**src/rtl/core/toroidal_3d_life_step_assert.svh**
```systemverilog
// Assertion macros used by the 3D life step controller.
`ifndef TOROIDAL_3D_LIFE_STEP_ASSERT_SVH
`define TOROIDAL_3D_LIFE_STEP_ASSERT_SVH
`ifndef SYNTHESIS
// antecedent implies consequent in the same cycle
`define TLS_ASSERT_IMPL(lbl, clk, rst, ante, cons) \
   lbl: assert property (@(posedge clk) disable iff (rst) (ante) |-> (cons)) \
      else $error("assertion failed");
// antecedent implies consequent in the next cycle
`define TLS_ASSERT_NEXT(lbl, clk, rst, ante, cons) \
   lbl: assert property (@(posedge clk) disable iff (rst) (ante) |=> (cons)) \
      else $error("assertion failed");
`else
`define TLS_ASSERT_IMPL(lbl, clk, rst, ante, cons)
`define TLS_ASSERT_NEXT(lbl, clk, rst, ante, cons)
`endif
`endif

```
**src/rtl/core/tls_pkg.sv**
```systemverilog
// Package: constants, types and tap tables for the 3D life step block.
`default_nettype none
package tls_pkg;
   localparam int GRID_SIDE = 16;
   localparam int SIDE_BITS = 4;
   localparam int ROW_BITS  = 2 * SIDE_BITS;
   localparam int ROWS      = GRID_SIDE * GRID_SIDE;
   localparam int ADDR_BITS = ROW_BITS + 1;
   localparam int MEM_DEPTH = 2 * ROWS;
   localparam int CNT_BITS  = 5;
   localparam int CFG_BITS  = 5;
   localparam int TAP_BITS  = 4;

   localparam logic [TAP_BITS-1:0] TAP_FIRST  = 4'd0;
   localparam logic [TAP_BITS-1:0] TAP_CENTER = 4'd5; // data of the center row arrives here
   localparam logic [TAP_BITS-1:0] TAP_LAST   = 4'd9;

   localparam logic [1:0] ACT_WRITE = 2'd0;
   localparam logic [1:0] ACT_READ  = 2'd1;
   localparam logic [1:0] ACT_STEP  = 2'd2;

   localparam logic [1:0] CSR_SURV_LO  = 2'd0;
   localparam logic [1:0] CSR_SURV_HI  = 2'd1;
   localparam logic [1:0] CSR_BIRTH_LO = 2'd2;
   localparam logic [1:0] CSR_BIRTH_HI = 2'd3;

   typedef enum logic [2:0] {
      ST_IDLE, ST_DISPATCH, ST_RMW_RD, ST_RMW_WR, ST_RD, ST_STEP_RD, ST_STEP_WR, ST_DONE
   } tls_state_type;

   typedef struct packed {
      logic rd_item;
      logic wr_item;
      logic step_rd;
      logic step_wr;
      logic step_end;
      logic rsp_load;
   } tls_cmd_type;

   typedef struct packed {
      logic [1:0] act;
      logic       k_last;
      logic       row_last;
      logic       rsp_free;
   } tls_stat_type;

   // x offset (mod GRID_SIDE) of neighbor row tap k
   function automatic logic [SIDE_BITS-1:0] tap_dx(input logic [TAP_BITS-1:0] k);
      logic [SIDE_BITS-1:0] r;
      case (k)
         4'd0, 4'd1, 4'd2: r = '1;
         4'd6, 4'd7, 4'd8: r = SIDE_BITS'(1);
         default:          r = '0;
      endcase
      return r;
   endfunction

   // y offset (mod GRID_SIDE) of neighbor row tap k
   function automatic logic [SIDE_BITS-1:0] tap_dy(input logic [TAP_BITS-1:0] k);
      logic [SIDE_BITS-1:0] r;
      case (k)
         4'd0, 4'd3, 4'd6: r = '1;
         4'd2, 4'd5, 4'd8: r = SIDE_BITS'(1);
         default:          r = '0;
      endcase
      return r;
   endfunction
endpackage
`default_nettype wire

```
**src/rtl/core/tls_ctrl.sv**
```systemverilog
// Controller: sequences cell writes, reads and generation sweeps.
`default_nettype none
`include "toroidal_3d_life_step_assert.svh"
module tls_ctrl
   import tls_pkg::*;
(
   input  wire logic         clock,
   input  wire logic         reset,
   input  wire logic         req_tvalid,
   output logic              req_tready,
   input  wire tls_stat_type stat,
   output tls_cmd_type       cmd
);
   tls_state_type state_ff, state_in;

   always_ff @(posedge clock) begin
      if (reset) state_ff <= ST_IDLE;
      else       state_ff <= state_in;
   end

   // next state
   always_comb begin
      state_in = state_ff;
      case (state_ff)
         ST_IDLE:     if (req_tvalid) state_in = ST_DISPATCH;
         ST_DISPATCH: begin
            case (stat.act)
               ACT_WRITE: state_in = ST_RMW_RD;
               ACT_READ:  state_in = ST_RD;
               ACT_STEP:  state_in = ST_STEP_RD;
               default:   state_in = ST_DONE;
            endcase
         end
         ST_RMW_RD:   state_in = ST_RMW_WR;
         ST_RMW_WR:   state_in = ST_DONE;
         ST_RD:       state_in = ST_DONE;
         ST_STEP_RD:  if (stat.k_last) state_in = ST_STEP_WR;
         ST_STEP_WR:  state_in = stat.row_last ? ST_DONE : ST_STEP_RD;
         ST_DONE:     if (stat.rsp_free) state_in = ST_IDLE;
         default:     state_in = ST_IDLE;
      endcase
   end

   // outputs
   always_comb begin
      cmd = '0;
      req_tready = 1'b0;
      case (state_ff)
         ST_IDLE:    req_tready = 1'b1;
         ST_RMW_RD:  cmd.rd_item = 1'b1;
         ST_RMW_WR:  cmd.wr_item = 1'b1;
         ST_RD:      cmd.rd_item = 1'b1;
         ST_STEP_RD: cmd.step_rd = 1'b1;
         ST_STEP_WR: begin
            cmd.step_wr  = 1'b1;
            cmd.step_end = stat.row_last;
         end
         ST_DONE:    cmd.rsp_load = stat.rsp_free;
         default:    cmd = '0;
      endcase
   end

   `TLS_ASSERT_IMPL(a_rmw_order, clock, reset, state_ff == ST_RMW_WR, $past(state_ff) == ST_RMW_RD)
   `TLS_ASSERT_IMPL(a_wr_after_taps, clock, reset, state_ff == ST_STEP_WR, $past(state_ff) == ST_STEP_RD && $past(stat.k_last))
   `TLS_ASSERT_NEXT(a_done_holds, clock, reset, state_ff == ST_DONE && !stat.rsp_free, state_ff == ST_DONE)
endmodule
`default_nettype wire

```
**config.mk**
```make
export PLATFORM = sky130hd
export DESIGN_NAME = tls_ctrl
export DESIGN_NICKNAME = d
export VERILOG_FILES = /design/src/rtl/core/tls_pkg.sv /design/src/rtl/core/tls_ctrl.sv
export VERILOG_INCLUDE_DIRS = /design/src /design/src/rtl/core
export SDC_FILE = /design/constraint.sdc
export NUM_CORES = 1
export LEC_CHECK = 0
export ABC_AREA = 1
export BUFFER_PORTS_ARGS = -buffer_cell sky130_fd_sc_hd__buf_2
export CORE_AREA = 10 10 47 49
export DETAILED_ROUTE_END_ITERATION = 10
export DIE_AREA = 0 0 57 59
export GPL_TIMING_DRIVEN = 0
export HOLD_SLACK_MARGIN = 0.06
export MAX_ROUTING_LAYER = met4
export SYNTH_ARGS = -nofsm -noshare
export SYNTH_HDL_FRONTEND = slang
export SYNTH_SLANG_ARGS = --single-unit
```
**constraint.sdc**
```tcl
create_clock -name clock -period 2 [get_ports clock]
set_input_delay 0 -clock clock [delete_from_list [all_inputs] [get_ports clock]]
set_output_delay 0 -clock clock [all_outputs]
set_load 0.1 [all_outputs]
```
==> run_results.csv <==
group,metric,value,unit
outcome,status,"finished clean",
floorplanning,rows,14,
floorplanning,dieArea,3363,um^2
job,maxCapViolations,0,
floorplanning,start_util,21.96,%
worst_setup_path,cp-end-kind,"output pin",
placement,gp_congestion,0.7035,
yosys,ys.flop_type,"dfxtp_1",
worst_setup_path,worstPathRequired,2.00,ns
timing,slew_violations,0,
cts,htree_levels,1,
layout,area_growth,41.06,%
timing,fin_worst_skew,0.002380,ns
cts,clockBufferDepth,2,
route,via_per_inst,4.200,
route,maxUsedRoutingLayer,"met3",
floorplanning,coreArea,1401,um^2
cts,cts-root-buf,"clkbuf_4",
layout,largest_register_ffs,3,
yosys,synth_common_cells,"11 x nor2_1, 10 x inv_1, 4 x nand2_1",
layout,multi_input_area,201.4,um^2
timing,slew_headroom,67.48,%
floorplanning,io-pin-count,15,
floorplanning,die_h,59,um
route,totalWireLength,816,um
yosys,synth.distinct_cells,18,
yosys,synth_cells,50,
yosys,ys_ff_latch,3,
cts,clock_sinks,3,
yosys,ys_top_cells_by_area,"dfxtp_1 20%, nor2_1 13%, ha_1 12%, inv_1 12%, nand2_2 6.1%",
yosys,synth_nets,61,
yosys,synth_enable_flop_cells,0,
layout,top_register,"state_ff",
route,met3_length,40,um
grt,overflow,0,
grt,grt_pass1_wl,1359,um
yosys,synth_top_area_share,19.51,%
route,firstDrtPassIters,2,
layout,top_regs,"state_ff x3",
layout,drive_above_1_share,36.23,%
route,met2_length,490,um
timing,hold_violations,0,
layout,fillerInstances,171,
yosys,yosysMostFrequentCell,"nor2_1",
worst_setup_path,cp_max_fo,6,
grt,antenna_found_initial,0,
cts,path_clk_slew,0.04,ns
cts,clk_latency,0.23,ns
yosys,ys_warn_count,0,
yosys,seq_area_frac_synth,19.51,%
worst_setup_path,crit_arrival,1.46,ns
grt,grt_pass1_vias,347,
layout,num_antenna_cells,0,
timing,setup_violations,0,
grt,grt_max_degree,10,
layout,stdcell_count,85,
min_path,min_path_type,"in -> reg",
layout,regArea,60.06,um^2
cts,tritoncts,"yes",
timing,period_share,73.21,%
cts,cts-resized-gates,0,
worst_setup_path,start_kind,"flop",
placement,io_buffers,14,
worst_setup_path,crit_type,"reg -> out",
grt,grtUsageTotal,5.284,%
route,vias,357,
layout,nNetsFinal,81,
timing,rsz0062_at_grt,"no",
floorplanning,fp.dieW,57,um
yosys,synth_top_area_cell,"dfxtp_1",
timing,worstMarginPinSlew,0.4912,ns
route,antenna_left,0,
timing,fmax,682.9,MHz
yosys,syn_area,307.8,um^2
route,drc,0,
route,drt-initial-drc-count,3,
cts,cts_buffers,3,
placement,place_inst,80,
timing,finalCriticalPeriod,1.464,ns
placement,dpl.hpwl,687.6,um
route,m1WireLength,285,um
yosys,synth-async-reset-ratio,0,%
yosys,avgSynthCellArea,6.156,um^2
route,drt-wirelength-per-cell,9.600,um
==> placed cells by master (no fill, tap or decap), types with 2 or more instances in the layout <==
cell type and count:
buf_2 15, nor2_1 11, inv_1 10, nand2_1 4, nand2_2 3, nand3_1 3, ha_1 3, clkbuf_4 3
dfxtp_1 3, nor3_1 2, a21oi_1 2
==> worst max-delay path: stages, from the launching register on <==
cell,delay (ns)
dfxtp_1,0.44
nand2_2,0.13
inv_2,0.08
nand2_2,0.06
nor2_1,0.08
buf_2,0.42
==> cell type report <==
class / count / share of cell area (%)
plain buffers: 1 / 1.153
clock buffers: 4 / 6.052
inverters: 11 / 9.510
multi-input cells: 35 / 46.40
flip-flops and latches: 3 / 13.83
well taps: 16 / 4.611
repair buffers: 15 / 18.44
==> per-stage QoR <==
stage / hold WS, ns / setup WS [ns] / util, % / setup TNS, ns / instance area [um^2]
after global placement: 0.1943 / 0.7899 / 28.39 / 0 / 397.9
after detailed placement: 0.1898 / 0.7846 / 28.39 / 0 / 397.9
after CTS: 0.1108 / 0.5221 / 30.98 / 0 / 434.2
after floorplan: 0.07238 / -0.5906 / - / -1.181 / 307.8
after global routing: 0.1307 / 0.4277 / 30.98 / 0 / 434.2
final: 0.1159 / 0.5357 / 30.98 / 0 / 434.2
==> routing by layer <==
metal	global-route usage, %	vias to the layer above
li1	-	193
met1	4.389	160
met2	9.147	4
met3	1.717	0
met4	5.034	0
met5	-	-
==> cell families (layout without fill, tap and decap cells) <==
kind of cell               count (synthesis)  in the layout  share of synthesized area, %
adders and majority gates                  3              3                         12.20
and+or+nand+nor                           25             25                         38.21
xor gates and xnor gates                   1              1                         2.846
AOI/OAI and AO/OA                          6              6                         12.19
DFF                                        3              3                         19.51
buffers and inverters                     12             31                         15.04
==> worst paths after layout <==
| check | cells after the start | endpoint | start | slack (ns) |
|---|---|---|---|---|
| worst max-delay path | 5 | cmd[0] | state_ff[2] | 0.54 |
| worst min register to register | 4 | state_ff[0] | state_ff[0] | 0.78 |
| worst min-delay path | 4 | state_ff[1] | stat[0] | 0.12 |
| worst max register to register | 7 | state_ff[1] | state_ff[2] | 0.87 |
==> timing repair <==
item | 4_1_cts | 5_1_grt
buffers inserted | 0 | 0
hold buffers | 1 | 0
hold endpoints to repair | 3 | 0
Power is left out: the tool's default activity adds up to more than one toggle a clock period on the data nets, which glitch-free logic cannot reach.
